==> src/hdl/rrts_pkg.sv <==
// Package for the round-robin thread slot scheduler: slot state codes, opcodes,
// status codes, the request and response word types and the control/status structs.
// Depends on nothing.
package rrts_pkg;

   localparam int OP_W    = 2;
   localparam int SLOT_W  = 4;
   localparam int STATE_W = 3;
   localparam int STAT_W  = 3;

   localparam logic [OP_W-1:0] OP_CREATE = 2'd0;
   localparam logic [OP_W-1:0] OP_YIELD  = 2'd1;
   localparam logic [OP_W-1:0] OP_JOIN   = 2'd2;
   localparam logic [OP_W-1:0] OP_FINISH = 2'd3;

   localparam logic [STATE_W-1:0] ST_FREE     = 3'd0;
   localparam logic [STATE_W-1:0] ST_RUNNING  = 3'd1;
   localparam logic [STATE_W-1:0] ST_RUNNABLE = 3'd2;
   localparam logic [STATE_W-1:0] ST_DONE     = 3'd3;
   localparam logic [STATE_W-1:0] ST_JOINED   = 3'd4;

   localparam logic [STAT_W-1:0] STAT_OK      = 3'd0;
   localparam logic [STAT_W-1:0] STAT_NOFREE  = 3'd1;
   localparam logic [STAT_W-1:0] STAT_INVALID = 3'd2;
   localparam logic [STAT_W-1:0] STAT_JOINED  = 3'd3;
   localparam logic [STAT_W-1:0] STAT_BLOCKED = 3'd4;

   localparam logic [1:0] SEL_CUR = 2'd0;
   localparam logic [1:0] SEL_TGT = 2'd1;
   localparam logic [1:0] SEL_HIT = 2'd2;

   typedef struct packed {
      logic [OP_W-1:0]   opcode;
      logic [SLOT_W-1:0] target_slot;
   } req_type;

   typedef struct packed {
      logic [STAT_W-1:0] status;
      logic [SLOT_W-1:0] created_slot;
      logic [SLOT_W-1:0] active_slot;
      logic              switched;
   } rsp_type;

   typedef struct packed {
      logic               load_req;
      logic               rd_en;
      logic [1:0]         rd_sel;
      logic               wr_en;
      logic [1:0]         wr_sel;
      logic [STATE_W-1:0] wr_state;
      logic               old_from_rd;
      logic               old_set_done;
      logic               scan_start;
      logic               scan_create;
      logic               scan_run;
      logic               set_status;
      logic [STAT_W-1:0]  status;
      logic               set_created;
      logic               set_cur;
      logic               out_load;
   } cmd_type;

   typedef struct packed {
      logic [OP_W-1:0]    opcode;
      logic               tgt_bad;
      logic [STATE_W-1:0] rd_state;
      logic               scan_hit;
      logic               scan_end;
      logic               old_running;
   } sts_type;

endpackage

==> src/hdl/rrts_ram.sv <==
// Generic single-write, single-read RAM with a registered read port.
// Depends on nothing.
module rrts_ram #(
   parameter int WIDTH = 3,
   parameter int DEPTH = 16
) (
   input  logic                     clock,
   input  logic                     wr_en,
   input  logic [$clog2(DEPTH)-1:0] wr_addr,
   input  logic [WIDTH-1:0]         wr_data,
   input  logic                     rd_en,
   input  logic [$clog2(DEPTH)-1:0] rd_addr,
   output logic [WIDTH-1:0]         rd_data
);

   logic [WIDTH-1:0] mem_ff [DEPTH];
   logic [WIDTH-1:0] rd_data_ff;

   always_ff @(posedge clock) begin
      if (wr_en) begin
         mem_ff[wr_addr] <= wr_data;
      end
      if (rd_en) begin
         rd_data_ff <= mem_ff[rd_addr];
      end
   end

   assign rd_data = rd_data_ff;

endmodule

==> src/hdl/rrts_datapath.sv <==
// Scheduler datapath: slot state RAM with reset-valid bits, current slot, scan
// counter and the response register. Depends on rrts_pkg and rrts_ram.
module rrts_datapath #(
   parameter int NUM_SLOTS = 16
) (
   input  logic              clock,
   input  logic              reset,
   input  rrts_pkg::req_type req_data,
   input  rrts_pkg::cmd_type cmd,
   output rrts_pkg::sts_type sts,
   output rrts_pkg::rsp_type rsp_data
);

   localparam int AW = $clog2(NUM_SLOTS);
   localparam int XW = (AW > rrts_pkg::SLOT_W) ? AW : rrts_pkg::SLOT_W;

   rrts_pkg::req_type                  req_ff;
   rrts_pkg::rsp_type                  rsp_ff;
   logic [AW-1:0]                      cur_ff, cur_in;
   logic [AW-1:0]                      before_ff;
   logic [AW-1:0]                      created_ff;
   logic [rrts_pkg::STAT_W-1:0]        status_ff;
   logic [NUM_SLOTS-1:0]               valid_ff;
   logic [AW-1:0]                      raddr_ff;
   logic [AW-1:0]                      idx_ff, idx_in;
   logic [AW:0]                        cnt_ff, cnt_in;
   logic [AW:0]                        total_ff;
   logic                               create_ff;
   logic                               pend_ff;
   logic [AW-1:0]                      hit_ff;
   logic [rrts_pkg::STATE_W-1:0]       old_st_ff;

   logic [XW-1:0]                      tgt_wide;
   logic [AW-1:0]                      tgt_addr;
   logic                               scan_issue;
   logic                               rd_any;
   logic [AW-1:0]                      rd_addr;
   logic [AW-1:0]                      wr_addr;
   logic [rrts_pkg::STATE_W-1:0]       ram_rdata;
   logic [rrts_pkg::STATE_W-1:0]       rd_state;
   logic                               match;
   logic [AW-1:0]                      cur_next;
   logic [XW-1:0]                      created_wide;
   logic [XW-1:0]                      cur_wide;

   assign tgt_wide   = XW'(req_ff.target_slot);
   assign tgt_addr   = tgt_wide[AW-1:0];
   assign scan_issue = cmd.scan_run && (cnt_ff != total_ff);
   assign rd_any     = cmd.rd_en || scan_issue;
   assign cur_next   = (cur_ff == AW'(NUM_SLOTS - 1)) ? '0 : cur_ff + 1'b1;

   always_comb begin
      rd_addr = cur_ff;
      if (scan_issue) begin
         rd_addr = idx_ff;
      end else if (cmd.rd_sel == rrts_pkg::SEL_TGT) begin
         rd_addr = tgt_addr;
      end
   end

   always_comb begin
      unique case (cmd.wr_sel)
         rrts_pkg::SEL_TGT: wr_addr = tgt_addr;
         rrts_pkg::SEL_HIT: wr_addr = hit_ff;
         default:           wr_addr = cur_ff;
      endcase
   end

   rrts_ram #(
      .WIDTH (rrts_pkg::STATE_W),
      .DEPTH (NUM_SLOTS)
   ) u_state_ram (
      .clock   (clock),
      .wr_en   (cmd.wr_en),
      .wr_addr (wr_addr),
      .wr_data (cmd.wr_state),
      .rd_en   (rd_any),
      .rd_addr (rd_addr),
      .rd_data (ram_rdata)
   );

   always_comb begin
      if (valid_ff[raddr_ff]) begin
         rd_state = ram_rdata;
      end else if (raddr_ff == '0) begin
         rd_state = rrts_pkg::ST_RUNNING;
      end else begin
         rd_state = rrts_pkg::ST_FREE;
      end
   end

   assign match = create_ff ? (rd_state == rrts_pkg::ST_FREE || rd_state == rrts_pkg::ST_JOINED)
                            : (rd_state == rrts_pkg::ST_RUNNABLE);

   always_comb begin
      idx_in = idx_ff;
      cnt_in = cnt_ff;
      if (cmd.scan_start) begin
         idx_in = cmd.scan_create ? AW'(1) : cur_next;
         cnt_in = '0;
      end else if (scan_issue) begin
         idx_in = (idx_ff == AW'(NUM_SLOTS - 1)) ? '0 : idx_ff + 1'b1;
         cnt_in = cnt_ff + 1'b1;
      end
   end

   always_comb begin
      cur_in = cur_ff;
      if (cmd.set_cur) begin
         cur_in = hit_ff;
      end
   end

   always_ff @(posedge clock) begin
      if (reset) begin
         cur_ff   <= '0;
         valid_ff <= '0;
         pend_ff  <= 1'b0;
      end else begin
         cur_ff  <= cur_in;
         pend_ff <= scan_issue;
         if (cmd.wr_en) begin
            valid_ff[wr_addr] <= 1'b1;
         end
      end
   end

   always_ff @(posedge clock) begin
      idx_ff <= idx_in;
      cnt_ff <= cnt_in;
      if (rd_any) begin
         raddr_ff <= rd_addr;
      end
      if (cmd.load_req) begin
         req_ff     <= req_data;
         before_ff  <= cur_ff;
         status_ff  <= rrts_pkg::STAT_OK;
         created_ff <= '0;
      end else begin
         if (cmd.set_status) begin
            status_ff <= cmd.status;
         end
         if (cmd.set_created) begin
            created_ff <= hit_ff;
         end
      end
      if (cmd.scan_start) begin
         create_ff <= cmd.scan_create;
         total_ff  <= cmd.scan_create ? (AW+1)'(NUM_SLOTS - 1) : (AW+1)'(NUM_SLOTS);
      end
      if (cmd.scan_run && pend_ff && match) begin
         hit_ff <= raddr_ff;
      end
      if (cmd.old_set_done) begin
         old_st_ff <= rrts_pkg::ST_DONE;
      end else if (cmd.old_from_rd) begin
         old_st_ff <= rd_state;
      end
      if (cmd.out_load) begin
         rsp_ff.status       <= status_ff;
         rsp_ff.created_slot <= created_wide[rrts_pkg::SLOT_W-1:0];
         rsp_ff.active_slot  <= cur_wide[rrts_pkg::SLOT_W-1:0];
         rsp_ff.switched     <= (cur_ff != before_ff);
      end
   end

   assign created_wide = XW'(created_ff);
   assign cur_wide     = XW'(cur_ff);

   assign sts.opcode      = req_ff.opcode;
   assign sts.tgt_bad     = (req_ff.target_slot == '0) ||
                            (32'(req_ff.target_slot) >= 32'(NUM_SLOTS));
   assign sts.rd_state    = rd_state;
   assign sts.scan_hit    = pend_ff && match;
   assign sts.scan_end    = !pend_ff && (cnt_ff == total_ff);
   assign sts.old_running = (old_st_ff == rrts_pkg::ST_RUNNING);

   assign rsp_data = rsp_ff;

endmodule

==> src/hdl/rrts_ctrl.sv <==
// Scheduler controller: state machine that sequences reads, the slot scan and
// writes of the datapath, and owns the handshakes. Depends on rrts_pkg.
module rrts_ctrl (
   input  logic              clock,
   input  logic              reset,
   input  logic              req_valid,
   output logic              req_ready,
   output logic              rsp_valid,
   input  logic              rsp_ready,
   output rrts_pkg::cmd_type cmd,
   input  rrts_pkg::sts_type sts
);

   localparam logic [3:0] S_IDLE    = 4'd0;
   localparam logic [3:0] S_DECODE  = 4'd1;
   localparam logic [3:0] S_RD_OLD  = 4'd2;
   localparam logic [3:0] S_OLD_CHK = 4'd3;
   localparam logic [3:0] S_TGT_CHK = 4'd4;
   localparam logic [3:0] S_SCAN    = 4'd5;
   localparam logic [3:0] S_CRT_WR  = 4'd6;
   localparam logic [3:0] S_Y_OLD   = 4'd7;
   localparam logic [3:0] S_Y_NEW   = 4'd8;
   localparam logic [3:0] S_RESP    = 4'd9;

   logic [3:0] state_ff, state_in;
   logic       rsp_valid_ff, rsp_valid_in;

   assign req_ready = (state_ff == S_IDLE);
   assign rsp_valid = rsp_valid_ff;

   always_comb begin
      state_in     = state_ff;
      rsp_valid_in = rsp_valid_ff && !rsp_ready;
      cmd          = '0;
      unique case (state_ff)
         S_IDLE: begin
            if (req_valid) begin
               cmd.load_req = 1'b1;
               state_in     = S_DECODE;
            end
         end
         S_DECODE: begin
            unique case (sts.opcode)
               rrts_pkg::OP_CREATE: begin
                  cmd.scan_start  = 1'b1;
                  cmd.scan_create = 1'b1;
                  state_in        = S_SCAN;
               end
               rrts_pkg::OP_YIELD: begin
                  state_in = S_RD_OLD;
               end
               rrts_pkg::OP_JOIN: begin
                  if (sts.tgt_bad) begin
                     cmd.set_status = 1'b1;
                     cmd.status     = rrts_pkg::STAT_INVALID;
                     state_in       = S_RESP;
                  end else begin
                     cmd.rd_en  = 1'b1;
                     cmd.rd_sel = rrts_pkg::SEL_TGT;
                     state_in   = S_TGT_CHK;
                  end
               end
               default: begin
                  cmd.wr_en        = 1'b1;
                  cmd.wr_sel       = rrts_pkg::SEL_CUR;
                  cmd.wr_state     = rrts_pkg::ST_DONE;
                  cmd.old_set_done = 1'b1;
                  cmd.scan_start   = 1'b1;
                  state_in         = S_SCAN;
               end
            endcase
         end
         S_RD_OLD: begin
            cmd.rd_en  = 1'b1;
            cmd.rd_sel = rrts_pkg::SEL_CUR;
            state_in   = S_OLD_CHK;
         end
         S_OLD_CHK: begin
            cmd.old_from_rd = 1'b1;
            cmd.scan_start  = 1'b1;
            state_in        = S_SCAN;
         end
         S_TGT_CHK: begin
            case (sts.rd_state)
               rrts_pkg::ST_FREE: begin
                  cmd.set_status = 1'b1;
                  cmd.status     = rrts_pkg::STAT_INVALID;
                  state_in       = S_RESP;
               end
               rrts_pkg::ST_JOINED: begin
                  cmd.set_status = 1'b1;
                  cmd.status     = rrts_pkg::STAT_JOINED;
                  state_in       = S_RESP;
               end
               rrts_pkg::ST_DONE: begin
                  cmd.wr_en    = 1'b1;
                  cmd.wr_sel   = rrts_pkg::SEL_TGT;
                  cmd.wr_state = rrts_pkg::ST_JOINED;
                  state_in     = S_RESP;
               end
               default: begin
                  cmd.set_status = 1'b1;
                  cmd.status     = rrts_pkg::STAT_BLOCKED;
                  cmd.rd_en      = 1'b1;
                  cmd.rd_sel     = rrts_pkg::SEL_CUR;
                  state_in       = S_OLD_CHK;
               end
            endcase
         end
         S_SCAN: begin
            cmd.scan_run = 1'b1;
            if (sts.scan_hit) begin
               state_in = (sts.opcode == rrts_pkg::OP_CREATE) ? S_CRT_WR : S_Y_OLD;
            end else if (sts.scan_end) begin
               if (sts.opcode == rrts_pkg::OP_CREATE) begin
                  cmd.set_status = 1'b1;
                  cmd.status     = rrts_pkg::STAT_NOFREE;
               end
               state_in = S_RESP;
            end
         end
         S_CRT_WR: begin
            cmd.wr_en       = 1'b1;
            cmd.wr_sel      = rrts_pkg::SEL_HIT;
            cmd.wr_state    = rrts_pkg::ST_RUNNABLE;
            cmd.set_created = 1'b1;
            state_in        = S_RESP;
         end
         S_Y_OLD: begin
            cmd.wr_en    = sts.old_running;
            cmd.wr_sel   = rrts_pkg::SEL_CUR;
            cmd.wr_state = rrts_pkg::ST_RUNNABLE;
            state_in     = S_Y_NEW;
         end
         S_Y_NEW: begin
            cmd.wr_en    = 1'b1;
            cmd.wr_sel   = rrts_pkg::SEL_HIT;
            cmd.wr_state = rrts_pkg::ST_RUNNING;
            cmd.set_cur  = 1'b1;
            state_in     = S_RESP;
         end
         S_RESP: begin
            if (!rsp_valid_ff || rsp_ready) begin
               cmd.out_load = 1'b1;
               rsp_valid_in = 1'b1;
               state_in     = S_IDLE;
            end
         end
         default: begin
            state_in = S_IDLE;
         end
      endcase
   end

   always_ff @(posedge clock) begin
      if (reset) begin
         state_ff     <= S_IDLE;
         rsp_valid_ff <= 1'b0;
      end else begin
         state_ff     <= state_in;
         rsp_valid_ff <= rsp_valid_in;
      end
   end

endmodule

==> src/hdl/round_robin_thread_slot_scheduler.sv <==
// Top level of the round-robin thread slot scheduler: joins controller and datapath.
// Depends on rrts_pkg, rrts_ctrl, rrts_datapath and rrts_ram.
//
//   channel   ports                            word
//   request   req_valid req_ready req_data     rrts_pkg::req_type
//   response  rsp_valid rsp_ready rsp_data     rrts_pkg::rsp_type
//
// One request is handled at a time; the slot scan reads the state RAM once per cycle.
// After reset slot 0 is running and the others free; no clearing pass is needed.
// A stalled response holds; the next request is taken while it waits.
module round_robin_thread_slot_scheduler #(
   parameter int NUM_SLOTS = 16
) (
   input  logic              clock,
   input  logic              reset,
   input  logic              req_valid,
   output logic              req_ready,
   input  rrts_pkg::req_type req_data,
   output logic              rsp_valid,
   input  logic              rsp_ready,
   output rrts_pkg::rsp_type rsp_data
);

   rrts_pkg::cmd_type cmd;
   rrts_pkg::sts_type sts;

   rrts_ctrl u_ctrl (
      .clock     (clock),
      .reset     (reset),
      .req_valid (req_valid),
      .req_ready (req_ready),
      .rsp_valid (rsp_valid),
      .rsp_ready (rsp_ready),
      .cmd       (cmd),
      .sts       (sts)
   );

   rrts_datapath #(
      .NUM_SLOTS (NUM_SLOTS)
   ) u_datapath (
      .clock    (clock),
      .reset    (reset),
      .req_data (req_data),
      .cmd      (cmd),
      .sts      (sts),
      .rsp_data (rsp_data)
   );

   a_busy_after_accept: assert property (@(posedge clock) disable iff (reset)
      req_valid && req_ready |=> !req_ready)
      else $error("request accepted while a request was in progress");

   a_created_zero_on_error: assert property (@(posedge clock) disable iff (reset)
      rsp_valid && rsp_data.status != rrts_pkg::STAT_OK |-> rsp_data.created_slot == '0)
      else $error("created slot reported with a failing status");

   a_switch_status: assert property (@(posedge clock) disable iff (reset)
      rsp_valid && rsp_data.switched |->
         rsp_data.status == rrts_pkg::STAT_OK || rsp_data.status == rrts_pkg::STAT_BLOCKED)
      else $error("slot switch reported with an error status");

endmodule

==> config.mk <==
export PLATFORM = sky130hd
export DESIGN_NAME = round_robin_thread_slot_scheduler
export DESIGN_NICKNAME = d
export VERILOG_FILES = /design/src/hdl/rrts_pkg.sv /design/src/hdl/rrts_ram.sv /design/src/hdl/rrts_datapath.sv /design/src/hdl/rrts_ctrl.sv /design/src/hdl/round_robin_thread_slot_scheduler.sv
export SDC_FILE = /design/constraint.sdc
export NUM_CORES = 1
export LEC_CHECK = 0
export ABC_AREA = 1
export BUFFER_PORTS_ARGS = -buffer_cell sky130_fd_sc_hd__buf_2
export CAP_MARGIN = 20
export CELL_PAD_IN_SITES_DETAIL_PLACEMENT = 0
export CELL_PAD_IN_SITES_GLOBAL_PLACEMENT = 2
export CORE_MARGIN = 2
export CORE_UTILIZATION = 39
export DETAILED_ROUTE_END_ITERATION = 10
export GPL_ROUTABILITY_DRIVEN = 0
export PLACE_DENSITY = 0.75
export SYNTH_ARGS = -nofsm -noshare
export SYNTH_HDL_FRONTEND = slang
export SYNTH_SLANG_ARGS = --single-unit
export TNS_END_PERCENT = 100
==> constraint.sdc <==
create_clock -name clock -period 3.1 [get_ports clock]
set_input_delay 0.62 -clock clock [delete_from_list [all_inputs] [get_ports clock]]
set_output_delay 0.62 -clock clock [all_outputs]
set_load 0.1 [all_outputs]
==> results of run 1 <==
==> stage by stage <==
stage	utilization [%]	std cells	hold WS, ns	area (µm²)
final	47.1	884	0.374	7080
after global routing	47.1	884	0.351	7080
after global placement	42.3	846	0.418	6360
after detailed placement	42.3	846	0.420	6360
after CTS	46.3	880	0.352	6960
after floorplan	-	625	0.409	5910
==> final cells by class <==
class / instances / area [µm²]
multi-input cells: 365 / 2020
fillers: 1423 / 7950
inverters: 120 / 465
well taps: 188 / 235
flip-flops and latches: 128 / 3430
repair buffers: 51 / 342
clock buffers: 23 / 478
clock inverters: 9 / 108
==> timing repair <==
action / CTS / global route
buffers inserted: 2 / 4
gates resized for setup: 0 / 39
pin swaps: 0 / 7
endpoints found under the setup margin: 27 / 64
==> flip-flops by register name, summed over array words and instances (netlist names), 4 cells and up <==
register and flops:
u_datapath.cur_ff 4, u_datapath.tgt_addr 4, u_datapath.hit_ff 4, u_datapath.valid_ff 16, u_datapath.created_ff 4, u_ctrl.state_ff 4
u_datapath.u_state_ram.mem_ff 48, u_datapath.cnt_ff 5, u_datapath.idx_ff 4, u_datapath.rsp_data 12, u_datapath.raddr_ff 4, u_datapath.before_ff 4
==> routing by layer <==
layer,GRT usage [%],share of wire (%),vias up
met5,0,0,-
met4,6.92,0.89,0
met3,4.90,3.1,11
met2,31.2,52,62
met1,22.1,44,2028
li1,-,-,2184
==> layout by cell type, fill, tap and decap left out, drive strengths merged, types with 9 or more instances in the layout <==
master / count
a21oi: 48
ha: 9
nand2: 144
inv: 119
nand3: 40
edfxtp: 87
o211ai: 17
clkbuf: 23
buf: 51
dfxtp: 41
o21ai: 38
nor2: 42
==> cell families after synthesis <==
| group | after synthesis |
|---|---|
| adders and majority gates | 9 |
| buffers and inverters | 132 |
| xor gates and xnor gates | 7 |
| AOI/OAI and AO/OA | 109 |
| and+or+nand+nor | 240 |
| DFF | 128 |
==> worst paths after layout <==
check / to / slack [ns] / cells past startpoint / start
hold reg to reg: u_datapath.rsp_data[8] / 0.43 / 0 / u_datapath.created_ff[3]
setup reg to reg: u_datapath.u_state_ram.mem_ff[0][2] / 0.18 / 20 / u_datapath.raddr_ff[0]
setup / recovery: u_datapath.u_state_ram.mem_ff[0][2] / 0.18 / 20 / u_datapath.raddr_ff[0]
hold / removal: u_datapath.sts[7] / 0.37 / 1 / req_data[4]
==> worst max-delay path, delay by kind of cell, from the launching register on <==
family	cells	cell delay (ns)
fa+ha+maj	1	0.27
compound gates	2	0.19
flops	1	0.40
buf+inv	4	0.54
simple gates	13	1.24
==> where the power goes <==
part	switching, mW	internal (mW)	total (mW)	leakage (nW)
clock network	0.717	1.24	1.96	0.283
registers	0.174	2.18	2.36	1.11
logic	1.26	0.572	1.83	1.50
==> results by group, run 1 <==
Run status
  • Status: finished, final reports clean

Logic synthesis
  • Post-synth top cells: nand2_1, inv_1, edfxtp_1
  • Asr flop ratio synth: 0%
  • Flops & latches, synth: 128
  • Yosys cell types: 38
  • Synth Area in Simple Gates: 18.7%
  • Post-synth EDFFs: 87
  • Xor/xnor share of the synthesized area: 1.04%
  • Area share of the largest cell type after synthesis: 44.2%
  • Register area share after synthesis: 58.0%
  • Largest family of logic cells by synthesized area: simple AND/OR/NAND/NOR gates
  • Synth Instances: 625
  • Syn. warnings: 0
  • Avg Inst Size Synth: 9.46 µm²
  • Post-synthesis adder-cell area fraction: 1.90%
  • Synth top area cells: edfxtp_1, dfxtp_1, nand2_1, inv_1, a21oi_1
  • Post-synthesis cell area: 0.00591 mm²
  • Synth area leader: edfxtp_1
  • Count leader, synth: nand2_1
  • Most used DFF post-synth: edfxtp_1
  • Multiplexer share of the synthesized area: 0%
  • Net count after synthesis: 644
  • Fraction of the mapped netlist area in compound gates: 11.1%

Critical path
  • Critical Path RT: 3.23 ns
  • Crit path max fanout: 8
  • Worst path slowest cell: edfxtp_1
  • WS Path Type: reg -> reg
  • Worst path max stage delay: 0.40 ns
  • CP Capture Type: flop
  • Crit-path most repeated cell: nand2_1
  • Data arrival, critical path: 3.05 ns
  • Crit start category: flop
  • Cell Chain, Critical Path: buf_6 > inv_8 > nand2_1 > nand3_1 > nand2_1 > nand2_1 > nand3_2 > nand2_4 > nand2_4 > nor2_4 > nand3_4 > ha_1 > nand2_1 > o21ai_0 > nand2_1 > o21ai_1 > buf_4 > nor2_2 > nand2_1 > inv_1

STA
  • Max Fclk: 343 MHz
  • Worst Max-Slew Pin Slew: 0.939 ns
  • Rel. slew slack: 37.4%
  • Setup Skew: 0.00988 ns
  • Fin crit period: 2.92 ns
  • RSZ-0062 raised after global routing: true
  • Setup_tns: 0 ns
  • Final Max Slew Viols: 0
  • Setup violations, final: 0
  • Crit share post-route: 94.2%
  • Final hold viol count: 0
  • Final worst slack: 0.181 ns

Route
  • # DRC: 0
  • Via Count: 4,285
  • Detailed Route Iter0 Violations: 303
  • Routed vias/inst: 4.85
  • Routed WL: 13,900 µm
  • First drt pass iteration count: 4
  • Avg WL per Cell: 15.7 µm
  • Detail Route Antenna Nets: 0

Pwr
  • Final Power: 6.15 mW
  • Max VDD drop: 0.448 mV
  • Pwr dens: 868 mW/mm²
  • Leakage: 2.89 nW

GRT
  • GRT overflow: 0
  • First-pass GRT wire length: 21,600 µm
  • Largest net degree at the start of global routing: 50
  • Vias in the first global route: 4,066
  • Initial antenna violation count: 0
  • Tot GR Track Use: 18.2%

Clocking
  • CTS Buf Count: 17
  • Clock root buffer: clkbuf_16
  • Clock buffer depth: 2
  • H-tree levels: 4
  • Clock Sink Count: 128
  • Hold_buf cts: 0
  • Clk_lat worst skew: 0.42 ns
  • Clock Pin Slew Worst Setup and Hold Paths: 0.06 ns
  • CTS tree: yes

Die
  • Die H: 127 µm
  • Die X: 127 µm
  • Ports: 24
  • Starting Density: 39.3%
  • Core area: 0.0150 mm²
  • Std cell rows: 45
  • Die area: 0.0162 mm²

Cells and area
  • Area Overhead vs Synth: 19.7%
  • Layout cell share with drive strength beyond 1: 20.8%
  • Ant. Diodes: 0
  • NumNets Final: 702

Job
  • Max_cap viols: 0

Placed design
  • Pre-CTS setup slack: -0.0459 ns
  • Port Buf Inserts: 23
  • DP Wirelength: 10,200 µm

Worst hold path
  • Hold WC Path Type: in -> reg
Note: power is estimated with default switching activity, not from simulation.
==> inputs of run 2 (changes only) <==
- BUFFER_PORTS_ARGS: -buffer_cell sky130_fd_sc_hd__buf_2 -> -buffer_cell sky130_fd_sc_hd__clkbuf_2
- CAP_MARGIN: 20 -> not set
==> results by group, run 2 (synthesis results as in run 1) <==
Cells and area
  • Ant. Diodes: 0 (unchanged)
  • NumNets Final: 697 (-0.71%)
  • Largest register FFs: 48 (unchanged)
  • Largest Register: u_datapath.u_state_ram.mem_ff
  • Fin cells: 879 (-0.57%)
  • Layout fillers: 1,401 (-1.5%)
  • Layout cell share with drive strength beyond 1: 18.8% (-2.0 points)
  • Final core occ: 46.6% (-0.47 points)
  • Most frequent cells in the layout: nand2_1, inv_1, edfxtp_1, dfxtp_1, a21oi_1
  • Most common cell after layout, fill and taps aside: nand2_1
  • Area Overhead vs Synth: 18.6%

Die
  • Core area: 0.0150 mm² (unchanged)
  • Die X: 127 µm (unchanged)
  • Die H: 127 µm (unchanged)
  • Die area: 0.0162 mm² (unchanged)
  • Std cell rows: 45 (unchanged)
  • Ports: 24 (unchanged)
  • Starting Density: 39.3% (unchanged)

STA
  • Final worst slack: 0.219 ns (+0.0382 ns)
  • Setup Skew: 0.0105 ns (+0.000622 ns)
  • Final Max Slew Viols: 0 (unchanged)
  • RSZ-0062 raised after global routing: true
  • Crit share post-route: 92.9% (-1.2 points)
  • Rel. slew slack: 38.6% (+1.2 points)
  • Setup violations, final: 0 (unchanged)
  • Setup_tns: 0 ns (unchanged)
  • Final hold viol count: 0 (unchanged)
  • Max Fclk: 347 MHz (+1.3%)
  • Hold_ws: 0.377 ns (+0.00299 ns)
  • Worst Max-Slew Pin Slew: 0.921 ns (-0.0181 ns)
  • Fin crit period: 2.88 ns (-0.0382 ns)

Route
  • Routed WL: 13,700 µm (-1.3%)
  • Via Count: 4,229 (-1.3%)
  • First drt pass iteration count: 4 (unchanged)
  • Avg WL per Cell: 15.6 µm (-0.70%)
  • Detail Route Antenna Nets: 0 (unchanged)
  • # DRC: 0 (unchanged)
  • Detailed Route Iter0 Violations: 193 (-36%)
  • Routed vias/inst: 4.81 (-0.75%)

Placed design
  • Port Buf Inserts: 23 (unchanged)
  • Inst Count DP: 845 (-0.12%)
  • Pre-CTS setup slack: -0.0418 ns (+0.00415 ns)
  • DP Wirelength: 10,100 µm (-0.97%)

Critical path
  • Critical Path RT: 3.23 ns (about the same)
  • Cell Chain, Critical Path: buf_6 > o21ai_0 > nand2_1 > nand3_1 > nand3_2 > nand2_4 > nand2_4 > nor2_4 > nand3_2 > clkinv_2 > ha_1 > inv_4 > o211ai_1 > o21ai_2 > inv_1 > nor2_1 > inv_1 > nor2_4 > nand2_1 > inv_2
  • CP bufs+invs: 6 (+2)
  • Crit path max fanout: 11 (+3)
  • Data arrival, critical path: 3.01 ns (-0.04 ns)
  • Worst path max stage delay: 0.38 ns (-0.02 ns)
  • Crit start category: flop
  • WS Path Type: reg -> reg
  • Crit-path leading delay family: simple AND/OR/NAND/NOR gates
  • Worst path slowest cell: edfxtp_1
  • CP Capture Type: flop

Clocking
  • Clock root buffer: clkbuf_16
  • CTS Buf Count: 17 (unchanged)
  • Clock buffer depth: 2 (unchanged)
  • Clock Pin Slew Worst Setup and Hold Paths: 0.06 ns (about the same)
  • Clk_lat worst skew: 0.42 ns (about the same)
  • H-tree levels: 4 (unchanged)
  • Clock Sink Count: 128 (unchanged)
  • CTS tree: yes
  • Hold_buf cts: 0 (unchanged)

Pwr
  • Pwr dens: 874 mW/mm² (+0.64%)
  • Max VDD drop: 0.399 mV (-11%)
  • Leakage: 2.85 nW (-1.4%)

Worst hold path
  • Hold WC Path Type: in -> reg

GRT
  • First-pass GRT wire length: 21,700 µm (+0.45%)
  • Tot GR Track Use: 18.0% (-0.24 points)
  • Largest net degree at the start of global routing: 50 (unchanged)
  • Vias in the first global route: 4,173 (+2.6%)
  • Initial antenna violation count: 0 (unchanged)
  • GRT overflow: 0 (unchanged)

Job
  • Max_cap viols: 0 (unchanged)

Run status
  • Status: finished, final reports clean
## run 2: repair_timing
action | 4_1_cts | 5_1_grt
pin swaps | 0 | 2
buffers inserted | 1 | 1
resized for setup | 0 | 29
setup endpoints to repair | 24 | 59
## run 2: cell type report
| class | instances | area, µm² | share of cell area [%] |
|---|---|---|---|
| inverters | 120 | 459 | 6.55 |
| clock buffers | 28 | 518 | 7.39 |
| clock inverters | 4 | 72.6 | 1.03 |
| well taps | 188 | 235 | 3.35 |
| repair buffers | 46 | 304 | 4.34 |
| flip-flops and latches | 128 | 3430 | 49.0 |
| multi-input cells | 365 | 1990 | 28.4 |
## run 2: layer usage
layer / part of all wire [%] / vias to the layer above / track usage (%)
met5: 0 / - / 0
met4: 1.1 / 0 / 5.37
met3: 2.7 / 8 / 4.73
met2: 51 / 69 / 31.5
met1: 45 / 1981 / 21.9
li1: - / 2171 / -
## run 2: stage by stage
step	area, µm²	power, mW
2_1_floorplan	5910	3.64
3_3_place_gp	6350	4.13
3_5_place_dp	6350	4.15
4_1_cts	6950	6.14
5_1_grt	7010	6.49
6_report	7010	6.13
## run 2: final timing paths
path                                               start                             endpoint  slack (ns)  cells past startpoint
worst max-delay path              u_datapath.raddr_ff[0]  u_datapath.u_state_ram.mem_ff[2][0]        0.22                     20
worst min-delay path                         req_data[2]               u_datapath.tgt_addr[2]        0.38                      1
worst max register to register    u_datapath.raddr_ff[0]  u_datapath.u_state_ram.mem_ff[2][0]        0.22                     20
worst min register to register  u_datapath.created_ff[2]               u_datapath.rsp_data[7]        0.43                      0
## run 2: worst register-to-register path: cells and delay by family (launching register included)
kind / cells / cell delay (ns)
AND/OR/NAND/NOR: 10 / 1.03
buffers and inverters: 6 / 0.57
flip-flops: 1 / 0.38
AO/OA/AOI/OAI: 3 / 0.36
adder cells (fa/ha/maj): 1 / 0.25
## run 2: report_power, final
group	switching (mW)	internal, mW
registers	0.172	2.18
clock network	0.687	1.30
logic	1.25	0.546
